<file path="config.mk">
export PLATFORM = sky130hd
export DESIGN_NAME = stable_min_priority_queue
export DESIGN_NICKNAME = d
export VERILOG_FILES = /design/src/spq_pkg.sv /design/src/stable_min_priority_queue.sv
export SDC_FILE = /design/constraint.sdc
export NUM_CORES = 1
export LEC_CHECK = 0
export BUFFER_PORTS_ARGS = -buffer_cell sky130_fd_sc_hd__clkbuf_2
export CELL_PAD_IN_SITES_DETAIL_PLACEMENT = 1
export CELL_PAD_IN_SITES_GLOBAL_PLACEMENT = 2
export CORE_ASPECT_RATIO = 0.7
export CORE_MARGIN = 3
export CORE_UTILIZATION = 48
export CTS_CLUSTER_DIAMETER = 60
export DETAILED_ROUTE_END_ITERATION = 10
export PLACE_DENSITY = 0.89
export RECOVER_POWER = 50
export SYNTH_ARGS = -nofsm -noshare
export SYNTH_HDL_FRONTEND = slang
export SYNTH_SLANG_ARGS = --single-unit
</file>
<file path="constraint.sdc">
create_clock -name clk -period 7.1 [get_ports clk]
set_input_delay 0.355 -clock clk [delete_from_list [all_inputs] [get_ports clk]]
set_output_delay 0.355 -clock clk [all_outputs]
set_load 0.01 [all_outputs]
</file>
<file path="src/spq_pkg.sv">
// shared constants and types of the stable minimum priority queue
`default_nettype none
package spq_pkg;
	localparam int CAPACITY = 16;
	localparam int IDX_W    = $clog2(CAPACITY);
	localparam int CNT_W    = $clog2(CAPACITY + 1);
	localparam int ELEM_W   = 32;
	localparam int PRI_W    = 16;
	localparam int IN_W     = ELEM_W + PRI_W;
	localparam int OUT_W    = 56;

	typedef logic [CNT_W-1:0] count_t;
	typedef logic [IDX_W-1:0] idx_t;
	typedef logic signed [ELEM_W-1:0] elem_t;
	typedef logic signed [PRI_W-1:0] pri_t;

	typedef struct packed {
		pri_t  pri;
		elem_t elem;
	} entry_t;

	typedef enum logic {
		MODE_INSERT = 1'b0,
		MODE_REMOVE = 1'b1
	} mode_t;

	typedef enum logic [1:0] {
		ST_DONE  = 2'd0,
		ST_FULL  = 2'd1,
		ST_EMPTY = 2'd2
	} status_t;
endpackage
`default_nettype wire

</file>
<file path="src/stable_min_priority_queue.sv">
// top level of the stable minimum priority queue: entry memory, scan sequencer, result register
// timing: an insert, or a remove on an empty queue, shows its result in the cycle after acceptance
// timing: a remove on n entries reads all n old slots, then registers the result
// flow: one item at a time, none is taken during a removal scan or while a result waits;
// the scan is paced by the single read port of the entry memory, stepped once per cycle
// reset: arst_n clears the fill count, minimum position and handshake state; entry memory
// is not cleared, only entries below the fill count are ever read
`default_nettype none
module stable_min_priority_queue (
	input  wire logic                     clk,
	input  wire logic                     arst_n,
	input  wire logic                     s_tvalid,
	output logic                          s_tready,
	input  wire logic [spq_pkg::IN_W-1:0] s_tdata,  // element[31:0], priority_req[47:32]
	input  wire logic                     s_tuser,  // mode
	output logic                          m_tvalid,
	input  wire logic                     m_tready,
	output logic [spq_pkg::OUT_W-1:0]     m_tdata   // status[1:0], is_empty[2],
	                                                // min_element[34:3], min_priority[50:35],
	                                                // fill_level[55:51]
);
	import spq_pkg::*;

	typedef enum logic {
		S_IDLE,
		S_SCAN
	} state_t;

	// entry memory, one word per slot in arrival order
	entry_t mem [CAPACITY];
	entry_t rd_data;
	idx_t   rd_addr;
	logic   wr_en;
	idx_t   wr_addr;
	entry_t wr_data;

	state_t state_q;
	count_t count_q;
	idx_t   min_pos_q;
	entry_t min_q;          // copy of the current minimum entry

	// removal scan control
	idx_t   rd_idx_q;       // next old slot to read
	logic   issue_done_q;   // all reads issued
	idx_t   last_q;         // last old slot index
	idx_t   pos_q;          // slot being removed
	logic   vld_s1;         // read data valid this cycle
	idx_t   idx_s1;         // old slot of that data
	logic   have_best_q;
	idx_t   best_pos_q;     // new slot index of best so far
	entry_t best_q;

	// result register
	logic                 out_vld_q;
	logic [OUT_W-1:0]     out_q;
	logic                 out_load;   // a result is written this cycle

	logic   in_fire;
	entry_t in_entry;
	logic   in_take_min;

	logic   cand_ok;
	idx_t   cand_new;
	logic   cand_take;
	logic   have_best_d;
	idx_t   best_pos_d;
	entry_t best_d;
	logic   scan_end;
	count_t rem_count;

	function automatic logic [OUT_W-1:0] pack_out(status_t st, count_t cnt, entry_t m);
		logic [OUT_W-1:0] r;
		logic             empty;
		entry_t           v;
		empty = (cnt == '0);
		v     = empty ? '0 : m;
		r     = {cnt, v.pri, v.elem, empty, st};
		return r;
	endfunction

	assign s_tready = (state_q == S_IDLE) && (!out_vld_q || m_tready);
	assign in_fire  = s_tvalid && s_tready;
	assign in_entry = '{pri: pri_t'(s_tdata[IN_W-1:ELEM_W]), elem: elem_t'(s_tdata[ELEM_W-1:0])};
	assign in_take_min = (count_q == '0) || (in_entry.pri < min_q.pri);

	assign m_tvalid = out_vld_q;
	assign m_tdata  = out_q;

	// every item but a remove that starts a scan finishes in the cycle it is taken
	assign out_load = (state_q == S_IDLE) ?
	                  (in_fire && ((mode_t'(s_tuser) == MODE_INSERT) || (count_q == '0))) :
	                  scan_end;

	// candidate from the scan: every old slot but the removed one, renumbered
	assign cand_ok   = vld_s1 && (idx_s1 != pos_q);
	assign cand_new  = (idx_s1 > pos_q) ? idx_s1 - idx_t'(1) : idx_s1;
	assign cand_take = cand_ok && (!have_best_q || (rd_data.pri < best_q.pri));
	assign have_best_d = have_best_q || cand_ok;
	assign best_pos_d  = cand_take ? cand_new : best_pos_q;
	assign best_d      = cand_take ? rd_data : best_q;
	assign scan_end    = vld_s1 && (idx_s1 == last_q);
	assign rem_count   = count_q - count_t'(1);

	// memory port selection: insert writes the tail, the scan moves later slots down one
	always_comb begin
		rd_addr = rd_idx_q;
		wr_en   = 1'b0;
		wr_addr = cand_new;
		wr_data = rd_data;
		if (state_q == S_IDLE) begin
			wr_en   = in_fire && (mode_t'(s_tuser) == MODE_INSERT) &&
			          (count_q < count_t'(CAPACITY));
			wr_addr = count_q[IDX_W-1:0];
			wr_data = in_entry;
		end else begin
			wr_en = vld_s1 && (idx_s1 > pos_q);
		end
	end

	always_ff @(posedge clk) begin
		if (wr_en) begin
			mem[wr_addr] <= wr_data;
		end
		rd_data <= mem[rd_addr];
	end

	always_ff @(posedge clk or negedge arst_n) begin
		if (!arst_n) begin
			state_q      <= S_IDLE;
			count_q      <= '0;
			min_pos_q    <= '0;
			out_vld_q    <= 1'b0;
			vld_s1       <= 1'b0;
			issue_done_q <= 1'b0;
			have_best_q  <= 1'b0;
		end else begin
			// a new result only arrives while the old one is gone or leaving
			if (out_load) begin
				out_vld_q <= 1'b1;
			end else if (m_tready) begin
				out_vld_q <= 1'b0;
			end
			unique case (state_q)
				S_IDLE: begin
					if (in_fire) begin
						if (mode_t'(s_tuser) == MODE_INSERT) begin
							if (count_q >= count_t'(CAPACITY)) begin
								out_q <= pack_out(ST_FULL, count_q, min_q);
							end else begin
								count_q <= count_q + count_t'(1);
								if (in_take_min) begin
									min_pos_q <= count_q[IDX_W-1:0];
									min_q     <= in_entry;
									out_q     <= pack_out(ST_DONE, count_q + count_t'(1),
									                      in_entry);
								end else begin
									out_q <= pack_out(ST_DONE, count_q + count_t'(1), min_q);
								end
							end
						end else if (count_q == '0) begin
							out_q <= pack_out(ST_EMPTY, count_q, min_q);
						end else begin
							// start the scan over all old slots
							state_q      <= S_SCAN;
							rd_idx_q     <= '0;
							issue_done_q <= 1'b0;
							last_q       <= rem_count[IDX_W-1:0];
							pos_q        <= min_pos_q;
							have_best_q  <= 1'b0;
							best_pos_q   <= '0;
						end
					end
				end
				S_SCAN: begin
					// read data stops once the last slot has been issued
					vld_s1 <= !issue_done_q;
					idx_s1 <= rd_idx_q;
					if (!issue_done_q) begin
						if (rd_idx_q == last_q) begin
							issue_done_q <= 1'b1;
						end else begin
							rd_idx_q <= rd_idx_q + idx_t'(1);
						end
					end
					have_best_q <= have_best_d;
					best_pos_q  <= best_pos_d;
					best_q      <= best_d;
					if (scan_end) begin
						state_q   <= S_IDLE;
						count_q   <= rem_count;
						min_pos_q <= best_pos_d;
						min_q     <= best_d;
						out_q     <= pack_out(ST_DONE, rem_count, best_d);
					end
				end
				default: begin
					state_q <= S_IDLE;
				end
			endcase
		end
	end
endmodule
`default_nettype wire

</file>
---- Yosys cells after proc, flatten, opt, wreduce, memory -nomap -nowiden ----
Memory sizes are Yosys's and may differ from the RTL's. A register that Yosys moved wholly into a read port is not among the register bits.
Index checks and enable logic that the tools add are counted.
word-level totals
  register bits ........................... 186
  bits in latches ......................... 0
  memory bits (writable) .................. 768
  bits in read-only memories .............. 0
  input bits .............................. 53
  output and inout bits ................... 58
  logic and storage cells ................. 131
  memories kept ........................... 1
cells by class
  $add $sub $neg .......................... 4
  $mul .................................... 0
  divide/modulo/power cells ............... 0
  magnitude comparators ................... 5
  eq/ne operators ......................... 13
  shift operators ......................... 0
  mux-type cells .......................... 58
  bitwise operators ....................... 3
  reduce and logical (&&, ||, !) cells .... 30
memories
  memory  depth  bits a word  rd ports  clocked after Yosys merged registers in  wr ports  line                             text
  mem     16     48           1         1                                        1         stable_min_priority_queue.sv:30  entry_t mem [CAPACITY];
operators by type and width
  cell                   count
  $mux W48               11
  $mux W56               5
  $pmux W56 S2           1
  $pmux W48 S2           1
  $mux W4                13
  $mux W51               1
  $lt A16 B16 Y1         2
  $pmux W4 S2            3
  $mux W5                4
  $ne A2 B2 Y1 const B   8
  $logic_not A5 Y1       3
  $mux W1                15
  $reduce_and A4 Y1      3
  $reduce_and A6 Y1      2
  $pmux W5 S2            1
  $reduce_and A5 Y1      2
  $logic_and A1 B1 Y1    9
  $eq A4 B4 Y1           2
  $pmux W1 S2            3
  $add A5 B1 Y5 const B  1
  $ge A5 B5 Y1 const B   1
  $logic_or A1 B1 Y1     5
  $lt A5 B5 Y1 const B   1
  $sub A5 B1 Y5 const B  1
  11 further kinds       15

---- Longest topological paths before layout ----
  depth in word-level cells ............... 9
  depth in mapped cells ................... 12

---- Worst setup path after synthesis ----
No wires, ideal clock.
  kind .................................... reg2reg
  from .................................... register idx_s1[2]
  to ...................................... memory mem[0][0] in the netlist's numbering (enable)
  setup time .............................. 0.513 ns
  data arrival time ....................... 5.294 ns
  data required time ...................... 6.587 ns
  setup slack ............................. 1.293 ns
  stages on the path, launching flop included .. 9
  buffers on the path ..................... 0
  cells stage by stage .................... edfxtp_1 ha_1 or2_2 o311ai_2 a21oi_1 o221ai_1 o211ai_1 or2_2 nor3_1
on the way
  longest elaborated chain between the ends .. 5
  elaborated cells on any way between the ends .. 8
  those cells by class .................... 1 x add/sub; 1 x order compare; 5 x mux; 1 x reduce/logical
ends and longest elaborated chain
  item                           line                                                               text
  from (decl)                    stable_min_priority_queue.sv:48                                    idx_t idx_s1;
  from (signal assigned)         stable_min_priority_queue.sv:177                                   idx_s1 <= rd_idx_q;
  $gt A4 B4 Y1                   stable_min_priority_queue.sv:96, stable_min_priority_queue.sv:116
  $logic_and A1 B1 Y1            stable_min_priority_queue.sv:116                                   wr_en = vld_s1 && (idx_s1 > pos_q);
  $mux W1                        stable_min_priority_queue.sv:110                                   if (state_q == S_IDLE) begin
  $mux W1                        stable_min_priority_queue.sv:121                                   if (wr_en) begin
  $mux W1 (implied by the code)  stable_min_priority_queue.sv:122                                   mem[wr_addr] <= wr_data;
  to (decl)                      stable_min_priority_queue.sv:30
Parallel ways exist; a longest one is shown, timed or not.

==> results.toml <==
[status]
outcome = "finished, violations left"
failed_checks = "capacitance limit, slew limit"

[sta]
setup_tns_ps = 0
worst_slew_margin_rel = -2.11
max_freq_ghz = 0.176
setup_failing_eps_final = 0
rsz_0062_raised_after_global_routing = "no"
hold_viol_final = 0
maxSlewViolCount = 372
period_minus_slack_ps = 5690
layout_worst_path_cycle_share = 0.801
max_slew.worst_pin.slew_ps = 4660
timing.clock.skew_ps = 27.7

[clock_network]
cts.root.buffer_cell = "sky130_fd_sc_hd__clkbuf_16"
cts_made_buffers = 95
tritoncts = "built"
cts_setup_buffers = 0
cts-htree-levels = 3
clk_pin_slew_worst_paths_ps = 70
post_cts_resized = 0
cts_buffer_depth = 3
clock_insertion_delay_worst_skew_ps = 660
clock_sinks = 1002

[worst_setup_path]
worstPathBufferInverterCount = 2
worst-r2r-setup-slack_ps = 1410
worst_setup_path_endpoint = "rd_data[39]"
cpPeakStageDelay_ps = 2690
worstRegToRegCells = 4
worst_r2r_startpoint = "rd_addr[1]"
type_of_destination_of_the_critical_path = "flop"
start_kind = "flop"
path_class = "reg2reg"
setup.worst_path.start = "rd_addr[1]"
crit_cells = 4
r2r-end = "rd_data[39]"
timing.critical_path.fanout_max = 134
cpMaxStageDelayCell = "sky130_fd_sc_hd__clkbuf_2"
cp_cell_sequence = "clkbuf_2 -> buf_4 -> mux4_2 -> mux4_2"
required_ps = 7590
critPathMostFrequentCell = "sky130_fd_sc_hd__mux4_2"
critical_path.top_delay_family = "buffers and inverters"
worstPathArrival_ps = 6180

[pwr]
peakVddDrop_v = 0.000566
finalPower_mw = 20.2
leakage_nw = 14.9
power.density_mw_per_mm2 = 437

[route]
route.vias.total = 22300
totalWireLength_um = 107000
post_drt_via_cell_ratio = 6.31
drt_pass1_iterations = 5
detail_route.drc_violations = 0
first_iter_violations = 2385
ant_nets = 0
avgRoutedWirePerCell_um = 30.3

[worst_hold_path]
hold_path_class = "in2reg"

[global_routing]
number_of_antenna_violations_at_the_first_check_in_global_routing = 2
globalRoute.totalOverflow = 0
grt_start_max_net_pins = 135
grt_first_pass_wirelength_um = 160000
grt_util_all_layers = 0.242
grt_pass1_vias = 23600

[finish]
area.growth.synth_to_final_pct = 12.0
instances_no_fill = 3531
layout-drive-gt1-share = 0.249
finish.net_count = 2403
layout.filler_cells = 7628
final_cell_area_mm2 = 0.0461

[synthesis]
post_synth_num_cell_types = 68
post_synth_fa_ha_maj_area_fraction = 0.0122
muxShareOfSynthArea = 0.169
synth-xor-area-share = 0.00426
synth.net_count = 2284
synth_async_sr_flop_share = 0.0140
synth-seq-cells = 1002
yosysTopAreaCell = "sky130_fd_sc_hd__edfxtp_1"
synth_top_family_by_area = "multiplexers"
synthesis.yosys.warnings = 0
synth_top_area_share = 0.686
synth_enable_flop_cells = 940
synth.area.top_cells = "sky130_fd_sc_hd__edfxtp_1, sky130_fd_sc_hd__mux4_2, sky130_fd_sc_hd__mux2_2"
synth-compound-area-share = 0.0279
post_synthesis_cell_count = 2191
synth_simple_gate_area_frac = 0.0498
synthFlopType = "sky130_fd_sc_hd__edfxtp_1"
post_synth.cell_area_avg_um2 = 18.8
syn-cell-area_mm2 = 0.0412
seq_area_frac_synth = 0.718

[placement]
placement.io_buffers = 110
globalplace.congestion = 0.813
placed_area_mm2 = 0.0430
dp_hpwl_um = 60800
placed_cells_incl_taps = 3345

[die]
floorplan.die_area_mm2 = 0.0894
top_level_ports = 111
rows = 89
floorplan.initialDensity = 0.486
die_w_um = 356
chipHeight_um = 251
core_region_area_mm2 = 0.0846

[flow_run]
number_of_maximum_capacitance_violations = 7
## registers in the layout (all words and copies together), names as in the netlist, 4 cells and up
register	flops
m_tdata	56
min_q	48
mem	768
best_pos_q	4
count_q	5
rd_addr	4
rd_data	48
min_pos_q	4
idx_s1	4
last_q	4
best_q	48
pos_q	4
## repair_timing
item / CTS / global route
endpoints found under the setup margin: 0 / 0
endpoints found under the hold margin: 17 / 0
hold buffers: 4 / 0
## Yosys cell counts (4+ instances only)
cell	instances
sky130_fd_sc_hd__edfxtp_1	940
sky130_fd_sc_hd__mux4_2	240
sky130_fd_sc_hd__nand2_1	133
sky130_fd_sc_hd__mux2_2	102
sky130_fd_sc_hd__clkbuf_1	84
sky130_fd_sc_hd__nand3_1	70
sky130_fd_sc_hd__o21ai_0	62
sky130_fd_sc_hd__nand4_1	54
sky130_fd_sc_hd__dfxtp_1	48
sky130_fd_sc_hd__inv_1	45
sky130_fd_sc_hd__nor2_1	42
sky130_fd_sc_hd__ha_1	40
sky130_fd_sc_hd__and3_1	38
sky130_fd_sc_hd__o211ai_1	35
sky130_fd_sc_hd__buf_2	32
sky130_fd_sc_hd__a21oi_1	30
sky130_fd_sc_hd__mux2_4	27
sky130_fd_sc_hd__and3b_1	15
sky130_fd_sc_hd__dfrtp_1	14
sky130_fd_sc_hd__nor3_1	13
sky130_fd_sc_hd__o21ai_1	12
sky130_fd_sc_hd__xor2_1	11
sky130_fd_sc_hd__nand2b_1	9
sky130_fd_sc_hd__xnor2_1	9
sky130_fd_sc_hd__a31oi_1	8
sky130_fd_sc_hd__buf_4	8
sky130_fd_sc_hd__and2_1	6
sky130_fd_sc_hd__buf_6	6
sky130_fd_sc_hd__nor2b_1	6
sky130_fd_sc_hd__a21o_1	4
sky130_fd_sc_hd__buf_1	4
sky130_fd_sc_hd__or2_2	4
## worst min-delay path by stage
stage,start,end,slack [ps],cells after the start
after detailed placement,arst_n,m_tvalid,340,1
after global routing,s_tdata[13],m_tdata[16],10,3
after global placement,arst_n,m_tvalid,330,1
after floorplan,arst_n,count_q[0],60,0
after CTS,s_tdata[1],m_tdata[4],0.9,3
final,s_tdata[1],m_tdata[4],40,3
## where the power goes
| part | internal, mW | switching, mW | leakage (nW) |
|---|---|---|---|
| registers | 8.33 | 0.500 | 9.07 |
| logic | 2.43 | 3.80 | 4.32 |
| clock network | 2.88 | 2.23 | 1.54 |
## area by class of cell
| class | instances | area, um^2 | share of cell area |
|---|---|---|---|
| Timing Repair Buffer | 156 | 847 | 0.0184 |
| Inverter | 46 | 173 | 0.00375 |
| Antenna cell | 1 | 2.50 | 0.0000543 |
| Sequential cell | 1002 | 29500 | 0.641 |
| Multi-Input combinational cell | 1009 | 11000 | 0.238 |
| Clock inverter | 52 | 508 | 0.0110 |
| Tap cell | 1137 | 1420 | 0.0309 |
| Clock buffer | 128 | 2630 | 0.0571 |
## kinds of logic (layout without fill, tap and decap cells)
logic type      Yosys count  in the layout
other cells               0              1
simple gates            403            403
compound gates          177            177
xor+xnor                 20             20
fa+ha+maj                40             40
buf+inv                 180            382
mux                     369            369
flops                  1002           1002
## routing by layer
metal / vias to the layer above / GRT usage / wire, um / share of wire
met1: 11900 / 0.350 / 44100 / 0.41
met2: 1053 / 0.385 / 52000 / 0.49
li1: 9125 / - / - / -
met4: 2 / 0.0613 / 2160 / 0.020
met5: - / 0 / 11 / 0.00010
met3: 172 / 0.0441 / 8740 / 0.082
## cells in the final DEF, fill, tap and decap left out, drive strengths merged, types with 15 or more instances in the layout
| master | synthesis | final |
|---|---|---|
| and3 | 38 | 38 |
| mux4 | 240 | 240 |
| nand4 | 54 | 54 |
| o21ai | 74 | 74 |
| mux2 | 129 | 129 |
| clkbuf | 84 | 243 |
| dfxtp | 48 | 48 |
| edfxtp | 940 | 940 |
| a21oi | 31 | 31 |
| and3b | 15 | 15 |
| inv | 45 | 49 |
| nand2 | 134 | 134 |
| nand3 | 70 | 70 |
| nor2 | 43 | 43 |
| ha | 40 | 40 |
| buf | 50 | 37 |
| clkinv | 1 | 38 |
| o211ai | 35 | 35 |
## through the flow
stage,util,hold WS [ps],setup WS [ps]
2_1_floorplan,-,59.4,1290
3_3_place_gp,0.508,334,2790
3_5_place_dp,0.508,344,2610
4_1_cts,0.546,0.900,2510
5_1_grt,0.545,12.7,1270
6_report,0.545,36.4,1410
## worst register-to-register path, stage by stage (launching register included)
cell and delay (ps):
sky130_fd_sc_hd__edfxtp_1 330, sky130_fd_sc_hd__clkbuf_2 2690, sky130_fd_sc_hd__buf_4 1470, sky130_fd_sc_hd__mux4_2 500, sky130_fd_sc_hd__mux4_2 530
(Power assumes the default switching activity.)
